[src/unordered_set_table_core_defines.svh]
// Assertion macros shared by the set table RTL
`ifndef UNORDERED_SET_TABLE_CORE_DEFINES_SVH
`define UNORDERED_SET_TABLE_CORE_DEFINES_SVH

// Check a condition at every clock edge outside reset
`define UST_CHECK_NOW(lbl, cond, msg) \
  lbl: assert property (@(posedge clk) disable iff (rst) (cond)) else $error(msg);

// Check a condition in the cycle after a trigger
`define UST_CHECK_NEXT(lbl, trig, cond, msg) \
  lbl: assert property (@(posedge clk) disable iff (rst) (trig) |=> (cond)) else $error(msg);

`endif

[src/ust_pkg.sv]
package ust_pkg;

  localparam logic [1:0] OP_LOOKUP = 2'd0;
  localparam logic [1:0] OP_INSERT = 2'd1;
  localparam logic [1:0] OP_DELETE = 2'd2;

  localparam logic [6:0] CAP_RESET = 7'd64;

  typedef struct packed {
    logic               valid;
    logic               hit;
    logic signed [31:0] value;
    logic signed [31:0] last;
  } tok_t;

  typedef struct packed {
    logic               en;
    logic signed [31:0] data;
  } wr_t;

endpackage

[src/ust_cell.sv]
module ust_cell #(
  parameter int DEPTH = 64,
  parameter int IDX   = 0,
  parameter int IW    = 6,
  parameter int CW    = 7
) (
  input  logic           clk,
  input  logic           rst,
  input  logic [CW-1:0]  count,
  input  ust_pkg::tok_t  tok_in,
  input  logic [IW-1:0]  pos_in,
  output ust_pkg::tok_t  tok_out,
  output logic [IW-1:0]  pos_out,
  input  ust_pkg::wr_t   wr,
  input  logic [IW-1:0]  wr_idx
);

  localparam logic [IW-1:0] MY_POS  = IW'(IDX);
  localparam logic [CW-1:0] MY_IDX  = CW'(IDX);
  localparam logic [CW-1:0] MY_NEXT = CW'(IDX + 1);

  logic signed [31:0] entry;
  logic               live;
  logic               match;
  logic               is_last;

  assign live    = (MY_IDX < count) && (IDX < DEPTH);
  assign match   = live && (entry == tok_in.value);
  assign is_last = (MY_NEXT == count);

  always_ff @(posedge clk) begin
    if (rst) begin
      tok_out.valid <= 1'b0;
    end else begin
      tok_out.valid <= tok_in.valid;
    end
    tok_out.value <= tok_in.value;
    tok_out.hit   <= tok_in.hit | match;
    tok_out.last  <= is_last ? entry : tok_in.last;
    pos_out       <= tok_in.hit ? pos_in : MY_POS;
  end

  always_ff @(posedge clk) begin
    if (wr.en && wr_idx == MY_POS) begin
      entry <= wr.data;
    end
  end

endmodule

[config.mk]
export PLATFORM = sky130hd
export DESIGN_NAME = ust_cell
export DESIGN_NICKNAME = d
export VERILOG_FILES = /design/src/unordered_set_table_core_defines.svh /design/src/ust_pkg.sv /design/src/ust_cell.sv
export SDC_FILE = /design/constraint.sdc
export NUM_CORES = 1
export LEC_CHECK = 0
export ABC_AREA = 1
export BUFFER_PORTS_ARGS = -buffer_cell sky130_fd_sc_hd__clkbuf_2
export CORE_UTILIZATION = 44
export DETAILED_ROUTE_END_ITERATION = 16
export PLACE_DENSITY = 0.8
export RECOVER_POWER = 100
export SYNTH_ARGS = -nofsm -noshare
export SYNTH_HDL_FRONTEND = slang
export SYNTH_SLANG_ARGS = --single-unit
[constraint.sdc]
create_clock -name clk -period 2.39 [get_ports clk]
set_clock_uncertainty 0.05 [all_clocks]
set_input_delay 0.3585 -clock clk [delete_from_list [all_inputs] [get_ports clk]]
set_output_delay 0.3585 -clock clk [all_outputs]
set_load 0.01 [all_outputs]
==> impl_metrics.yaml, run 1 <==
clocking:
  insertion_delay_ns: 0.35
  postCtsSetupBuffers: 0
  cts.sinks: 104
  cts_repair_resize_count: 0
  htreeDepth: 3
  cts_tree: "yes"
  cts.clk_slew.worst_paths_ns: 0.10
  clockBufferDepth: 2
  cts_buffers: 9
  cts_root_buf: "clkbuf_8"
  cts_hold_buf: 0
logic_synthesis:
  yosysMostFrequentCell: "dfxtp_1"
  synth.area.top_cells: "dfxtp_1 (42%), edfxtp_1 (28%), mux2_4 (11%), xnor2_1 (5.3%), nand2_1 (4.7%)"
  ys_ff_latch: 104
  synth_ff_type: "dfxtp_1"
  synth_edf_count: 32
  synthCells: 254
  synth_area_per_cell_sq_um: 13.59
  syn_area_sq_um: 3452
  synth_top_area_cell: "dfxtp_1"
  ys_warn_count: 0
  ys_top_cells_by_count: "dfxtp_1 (72), nand2_1 (43), edfxtp_1 (32)"
  netlist.area_leader.share_pct: 41.75
  syn_nets: 374
  synth_async_sr_flop_share_pct: 0
  yosysSeqAreaShare_pct: 69.59
  ys_types: 17
sta:
  period_needed_ns: 1.652
  relSlewSlack_pct: 38.02
  setup_violations: 0
  slew_viol_final: 0
  min_period_over_period_pct: 69.12
  tightest_slew_ns: 0.9297
  clock.fmax_mhz: 605.3
  finalHoldViolCount: 0
  tns_ns: 0
  rsz0062_at_grt: "no"
power_and_ir_drop:
  p_leak_nw: 1.919
  ir_drop_uv: 393.5
  total_power_w: 0.003128
  p_per_area_nw_per_um2: 701.9
floorplanning:
  die_x_um: 90.58
  ioPinCount: 192
  die_h_um: 90.58
  die_area_sq_um: 8204
  num_rows: 31
  start_util_pct: 46.60
  coreArea_sq_um: 7408
worst_setup_path:
  cp_max_fo: 39
  path_class: "in2reg"
  r2r_cells: 7
  timing.rr.start: "entry[31]$_DFFE_PP_"
  crit_required_ns: 2.57
  cp_slowest_cell: "clkbuf_2"
  cp-end-kind: "flop"
  cp-startpoint: "count[5]"
  reg2reg_to: "tok_out[64]$_DFF_P_"
  cp_common_cell: "clkbuf_2"
  reg2reg_slack_ns: 1.09
  critPathMaxStageDelay_ns: 0.55
  cp-start-kind: "input port"
  crit_arrival_ns: 1.83
  path_cells: "clkbuf_2, nor3_2, nand3_2, clkbuf_2, mux2_1"
routing:
  wl_per_cell_um: 13.12
  drt-total-wl_um: 7310
  drt_iter0_markers: 43
  drc: 0
  postRouteAntennaNets: 0
  routed-via-count: 2461
  drt_pass1_iterations: 4
  vias_per_cell: 4.418
global_route:
  overflow: 0
  antenna_found_initial: 0
  grt_pass1_vias: 2442
  grt_usage_pct: 18.05
  grt_start_max_net_pins: 40
  grt_pass1_wl_um: 11300
worst_hold_path:
  hp-start: "tok_in[57]"
  worstHoldPathType: "in2reg"
  holdPathEnd: "tok_out[57]$_DFF_P_"
  holdPathStages: 1
placement:
  dp_hpwl_um: 5785
  io_buffer_count: 191
  dp.cells: 542
  routabilityCongestion: 0.7492
finish:
  syn_to_final_growth_pct: 29.10
  fin_cells: 557
  nNetsFinal: 574
  diodes: 0
  drive_above_1_share_pct: 23.14
flow_run:
  max_cap_viol_count: 0
status:
  status: "finished clean"
[state kept, by name, indices dropped and copies added (netlist names)]
| register | cells |
|---|---|
| tok_out | 66 |
| entry | 32 |
| pos_out | 6 |
[final cells by class]
type | instances | area [sq um]
Sequential cell | 104 | 2402
Multi-Input combinational cell | 127 | 839.6
Tap cell | 99 | 123.9
Clock buffer | 11 | 152.6
Timing Repair Buffer | 193 | 847.1
Fill cell | 669 | 2952
Clock inverter | 4 | 20.02
Inverter | 19 | 71.32
[how the worst max path moves through the flow]
stage | end | cells after the start
floorplan | entry[0]$_DFFE_PP_ | 2
global placement | entry[4]$_DFFE_PP_ | 4
detailed placement | entry[29]$_DFFE_PP_ | 4
CTS | entry[1]$_DFFE_PP_ | 4
global route | tok_out[23]$_DFF_P_ | 5
finish | tok_out[23]$_DFF_P_ | 5
[worst max-delay path, delay by kind of cell]
family                 cells  cell delay (ns)
buffers and inverters      2             0.64
multiplexers               1             0.52
AND/OR/NAND/NOR            2             0.31
[layout by cell type, fill, tap and decap left out]
| cell type | instances |
|---|---|
| clkbuf_1 | 108 |
| clkbuf_2 | 85 |
| dfxtp_1 | 72 |
| nand2_1 | 43 |
| edfxtp_1 | 32 |
| mux2_1 | 25 |
| xnor2_1 | 21 |
| inv_1 | 19 |
| nor2_1 | 13 |
| clkbuf_8 | 9 |
| o21ai_0 | 5 |
| nand3_1 | 5 |
| xor2_1 | 4 |
| clkinv_2 | 4 |
| or2_2 | 3 |
| nor3_2 | 2 |
| o21ai_1 | 2 |
| nand3_2 | 1 |
| nor4_1 | 1 |
| and3_1 | 1 |
| nand3b_1 | 1 |
| clkbuf_16 | 1 |
| buf_12 | 1 |
[report_power, final]
part           internal (W)  switching (W)
clock              0.000430       0.000538
combinational      0.000126       0.000131
sequential          0.00189      0.0000180
[routing by layer]
metal,vias up,part of all wire [%],wire [um],track usage [%]
met3,15,8.4,615,5.556
met4,0,2.1,155,7.930
met1,1107,37,2687,18.27
li1,1220,-,-,-
met2,119,53,3851,33.71
met5,-,0,0,0
[through the flow]
stage | hold slack, ns | utilization [%] | worst slack (ns) | instance area [sq um]
2_1_floorplan | 0.3362 | - | 0.4962 | 3452
3_3_place_gp | 0.4406 | 60.95 | 0.6469 | 4516
3_5_place_dp | 0.4397 | 60.95 | 0.6209 | 4516
4_1_cts | 0.06275 | 63.28 | 0.9816 | 4688
5_1_grt | 0.07317 | 60.16 | 0.6033 | 4457
6_report | 0.08885 | 60.16 | 0.7380 | 4457
[kinds of logic after synthesis]
family / Yosys count / share of synthesized area, %
XOR/XNOR: 25 / 6.343
AO/OA/AOI/OAI: 7 / 1.015
multiplexers: 25 / 10.87
buffers and inverters: 23 / 3.371
flip-flops: 104 / 69.59
AND/OR/NAND/NOR: 70 / 8.808
No activity file was read; power rests on OpenSTA's default activity.
==> inputs of run 2 (changes only) <==
- clock period: 2.39 -> 1.6 ns (I/O delays scaled with it)
==> run 2 against run 1 <==
First-iteration DRC count up 93%. Count of clock-buffer cells in the layout unchanged. Register-to-register slack worse by 0.74 ns. Via count up 7.6%. Critical endpoint is now tok_out[64]$_DFF_P_. Largest power group unchanged. Highest routed layer unchanged.
==> impl_metrics.yaml, run 2 (same netlist as run 1, synthesis figures left out) <==
status:
  status: "finished clean"
global_route:
  grt_start_max_net_pins: 40
  grt_pass1_wl_um: 12700
  overflow: 0
  antenna_found_initial: 0
  grt_pass1_vias: 2798
  grt_usage_pct: 20.06
worst_setup_path:
  cp_slowest_cell: "dlygate4sd3_1"
  cp-start-kind: "input port"
  critPathMaxStageDelay_ns: 0.54
  cp_max_fo: 2
  crit_arrival_ns: 1.63
  cp-end-kind: "flop"
  path_class: "in2reg"
  cp_common_cell: "nand2_1"
  critPathBufInv: 2
  crit_required_ns: 1.85
  r2r_cells: 9
  cp_top_family: "buffers and inverters"
  cp_num_cells: 9
  path_cells: "dlygate4sd3_1, clkbuf_1, xnor2_1, nand2_1, nor2_1, nand3_1, nor2_1, nand2_1, nand2_1"
sta:
  setup_violations: 0
  relSlewSlack_pct: 64.90
  tightest_slew_ns: 0.5265
  tns_ns: 0
  clock.fmax_mhz: 725.8
  slew_viol_final: 0
  period_needed_ns: 1.378
  finalHoldViolCount: 0
  rsz0062_at_grt: "no"
  min_period_over_period_pct: 86.11
finish:
  syn_to_final_growth_pct: 41.50
  largest_reg_flops: 66
  fin_util_pct: 65.93
  final_common_cell: "clkbuf_1"
  largest-register: "tok_out"
  design_area_sq_um: 4885
  diodes: 0
  drive_above_1_share_pct: 20.79
  nNetsFinal: 620
  layout_common_cells: "clkbuf_1 (110), clkbuf_2 (85), dfxtp_1 (72), dlygate4sd3_1 (45), nand2_1 (43)"
  reg_top3: "tok_out x66, entry x32, pos_out x6"
placement:
  routabilityCongestion: 0.7520
  io_buffer_count: 191
  dp_hpwl_um: 5728
  placed_cell_area_sq_um: 4548
routing:
  drt_pass1_iterations: 4
  wl_per_cell_um: 13.43
  drc: 0
  postRouteAntennaNets: 0
  vias_per_cell: 4.386
  drt_iter0_markers: 83
  routed-via-count: 2649
  drt-total-wl_um: 8111
floorplanning:
  die_x_um: 90.58
  ioPinCount: 192
  start_util_pct: 46.60
  coreArea_sq_um: 7408
  die_h_um: 90.58
  die_area_sq_um: 8204
  num_rows: 31
clocking:
  cts.clk_slew.worst_paths_ns: 0.09
  cts_root_buf: "clkbuf_8"
  insertion_delay_ns: 0.35
  cts_buffers: 9
  cts_tree: "yes"
  clockBufferDepth: 2
  cts.sinks: 104
  cts_repair_resize_count: 0
  htreeDepth: 3
flow_run:
  max_cap_viol_count: 0
power_and_ir_drop:
  p_per_area_nw_per_um2: 968.9
  p_leak_nw: 2.095
  ir_drop_uv: 543.0
worst_hold_path:
  holdPathStages: 1
  worstHoldPathType: "in2reg"
==> run 2: cell type report <==
class	instances	area, sq um
clock buffers	11	131.4
well taps	99	123.9
fillers	648	2524
inverters	19	71.32
repair buffers	239	1289
flip-flops and latches	104	2402
multi-input cells	127	834.6
clock inverters	5	32.53
==> run 2: final timing paths <==
check,from,end,slack [ns]
setup / recovery,tok_in[52],tok_out[64]$_DFF_P_,0.22
hold / removal,wr[18],entry[18]$_DFFE_PP_,0.02
setup reg to reg,entry[29]$_DFFE_PP_,tok_out[64]$_DFF_P_,0.35
hold reg to reg,entry[14]$_DFFE_PP_,tok_out[14]$_DFF_P_,0.46
==> run 2: metal layers <==
metal  share of wire, %  track usage (%)  vias up  wire [um]
met2                 54            38.83      119       4388
li1                   -                -     1314          -
met5                  0                0        -          0
met3                6.9            4.630       18        562
met1                 37            20.32     1198       2970
met4                2.4            8.333        0        191
==> run 2: power breakdown <==
part | total [W] | leakage, nW | internal [W] | switching, W
registers | 0.00285 | 0.895 | 0.00282 | 0.0000289
clock network | 0.00141 | 0.0836 | 0.000567 | 0.000847
logic | 0.000474 | 1.12 | 0.000258 | 0.000216
total | 0.00473 | 2.09 | 0.00364 | 0.00109
==> run 2: repair_timing <==
| item | 4_1_cts | 5_1_grt |
|---|---|---|
| hold endpoints to repair | 44 | 1 |
| buffers inserted | 0 | 0 |
| hold buffers | 44 | 1 |
==> run 2: metrics by stage <==
stage	worst slack (ns)	hold WS, ns	std cells	total power, W
after floorplan	0.1563	0.2177	254	0.003079
after global routing	0.09041	0.004039	604	0.004915
after CTS	0.2187	0.0008862	603	0.004839
final	0.2222	0.01685	604	0.004733
after detailed placement	0.1839	0.3214	543	0.003360
after global placement	0.2392	0.3223	543	0.003342
==> inputs of run 3 (changes only) <==
--- a/config.mk
+++ b/config.mk
@@ -7,8 +7,8 @@
 export LEC_CHECK = 0
 export ABC_AREA = 1
+export ABC_CLOCK_PERIOD_IN_PS = 1600
 export BUFFER_PORTS_ARGS = -buffer_cell sky130_fd_sc_hd__clkbuf_2
-export CORE_UTILIZATION = 44
+export CORE_UTILIZATION = 30
 export DETAILED_ROUTE_END_ITERATION = 16
-export PLACE_DENSITY = 0.8
 export RECOVER_POWER = 100
 export SYNTH_ARGS = -nofsm -noshare
==> constraint.sdc (replaced) <==
create_clock -name clk -period 1.6 [get_ports clk]
set_clock_uncertainty 0.05 [all_clocks]
set_input_delay 0.16 -clock clk [delete_from_list [all_inputs] [get_ports clk]]
set_output_delay 0.16 -clock clk [all_outputs]
set_load 0.01 [all_outputs]
==> run 3 against run 2 <==
Non-clock buffer count up 59. Sequential share of layout area down 6.9 points. Register-to-register slack worse by 0.02 ns. Worst setup slack better by 0.041 ns. Final cell count up 17%. Largest power group unchanged. Power up 22%. First-iteration DRC count down 2.4%. Hold slack better by 0.022 ns. Clock power up 66%. Critical path type unchanged.
==> impl_metrics.yaml, run 3 (same netlist as run 1, synthesis figures left out) <==
floorplanning:
  coreArea_sq_um: 11030
  die_h_um: 109.3
  num_rows: 38
  die_area_sq_um: 11940
  start_util_pct: 31.30
  die_x_um: 109.3
  ioPinCount: 192
sta:
  period_needed_ns: 1.336
  tns_ns: 0
  slew_viol_final: 0
  relSlewSlack_pct: 64.31
  tightest_slew_ns: 0.5353
  clock.fmax_mhz: 748.3
  setup_violations: 0
  holdWs_ns: 0.03912
  rsz0062_at_grt: "no"
  finalHoldViolCount: 0
  min_period_over_period_pct: 83.52
finish:
  fill_cells: 1060
  nNetsFinal: 679
  largest_reg_flops: 66
  largest-register: "tok_out"
  fin_util_pct: 51.54
  design_area_sq_um: 5685
  diodes: 0
  drive_above_1_share_pct: 19.15
  final_common_cell: "clkbuf_1"
  layout_common_cells: "clkbuf_1 (106), dlygate4sd3_1 (104), clkbuf_2 (87), dfxtp_1 (72), nand2_1 (43)"
  syn_to_final_growth_pct: 64.70
  reg_top3: "tok_out x66, entry x32, pos_out x6"
global_route:
  grt_usage_pct: 15.73
  grt.busiest_layer: "met2"
  gr-usage-met1_pct: 14.92
  grtUsageMet3_pct: 4.842
  overflow: 0
  antenna_found_initial: 0
  grt_pass1_wl_um: 13750
  met2_usage_pct: 30.23
  grt_start_max_net_pins: 31
  grt_pass1_vias: 3110
worst_setup_path:
  cp-start-kind: "input port"
  crit_required_ns: 1.84
  timing.rr.start: "entry[31]$_DFFE_PP_"
  cp_max_fo: 2
  cp-end-kind: "flop"
  crit_arrival_ns: 1.58
  cp-startpoint: "tok_in[63]"
  path_class: "in2reg"
worst_hold_path:
  worstHoldPathType: "in2reg"
  hp-start: "tok_in[64]"
routing:
  drt_pass1_iterations: 4
  routed-via-count: 2858
  vias_per_cell: 4.060
  drc: 0
  drt_iter0_markers: 81
  wl_per_cell_um: 13.09
  drt-total-wl_um: 9212
  postRouteAntennaNets: 0
placement:
  placed_cell_area_sq_um: 4587
  io_buffer_count: 191
  routabilityCongestion: 0.6834
  dp_hpwl_um: 5892
clocking:
  cts_root_buf: "clkbuf_16"
  cts_buffers: 9
  cts.clk_slew.worst_paths_ns: 0.07
  cts_tree: "yes"
  insertion_delay_ns: 0.34
  postCtsSetupBuffers: 0
  cts_repair_resize_count: 0
  htreeDepth: 3
  cts.sinks: 104
  clockBufferDepth: 2
flow_run:
  max_cap_viol_count: 0
power_and_ir_drop:
  ir_drop_uv: 780.2
  total_power_w: 0.005778
  p_per_area_nw_per_um2: 1016
  p_leak_nw: 2.409
status:
  status: "finished clean"
## run 3: changes by cell type in the layout (fill, tap and decap cells not counted), moves of 2 or more
| cell | delta |
|---|---|
| clkbuf_8 | -9 |
| clkinvlp_4 | +2 |
| clkbuf_1 | -4 |
| clkinv_2 | -2 |
| bufinv_16 | +2 |
| dlygate4sd3_1 | +59 |
| clkbuf_16 | +9 |
| clkbuf_2 | +2 |
## run 3: area by class of cell
class / count / area (sq um) / area share [%]
multi-input cells: 127 / 834.6 / 14.68
clock buffers: 9 / 225.2 / 3.961
repair buffers: 298 / 1882 / 33.10
flip-flops and latches: 104 / 2402 / 42.25
well taps: 140 / 175.2 / 3.081
clock inverters: 7 / 95.09 / 1.673
inverters: 19 / 71.32 / 1.254
## run 3: worst max-delay path, stage by stage
cell and delay [ns]:
dlygate4sd3_1 0.53, clkbuf_1 0.12, xnor2_1 0.17, nand2_1 0.07, nor2_1 0.15, nand3_1 0.12
nor2_1 0.13, nand2_1 0.08, nand2_1 0.05
## run 3: per-layer routing
metal / part of all wire [%] / routed length, um
met2: 53 / 4907
met5: 0 / 0
met1: 37 / 3419
met3: 7.3 / 677
met4: 2.3 / 208
## run 3: report_power, final
part	leakage, nW	internal, W	switching [W]
Clock	0.146	0.00137	0.000968
Combinational	1.37	0.000352	0.000240
Sequential	0.895	0.00282	0.0000302
## run 3: repair_timing
action | 4_1_cts | 5_1_grt
endpoints found under the setup margin | 0 | 0
hold endpoints to repair | 103 | 0
hold buffers | 104 | 0
## run 3: worst paths after layout
path                                 to  slack [ns]  depth (start not counted)
setup reg to reg    tok_out[64]$_DFF_P_        0.33                          7
hold / removal    pos_out[5]$_SDFF_PN0_        0.04                          3
setup / recovery    tok_out[64]$_DFF_P_        0.26                          9
hold reg to reg     tok_out[15]$_DFF_P_        0.46                          1
## run 3: metrics by stage
| step | std cells | setup slack, ns |
|---|---|---|
| 6_report | 704 | 0.2636 |
| 5_1_grt | 704 | 0.1266 |
| 4_1_cts | 704 | 0.2106 |
| 3_5_place_dp | 584 | 0.2088 |
| 3_3_place_gp | 584 | 0.2635 |
| 2_1_floorplan | 254 | 0.2363 |
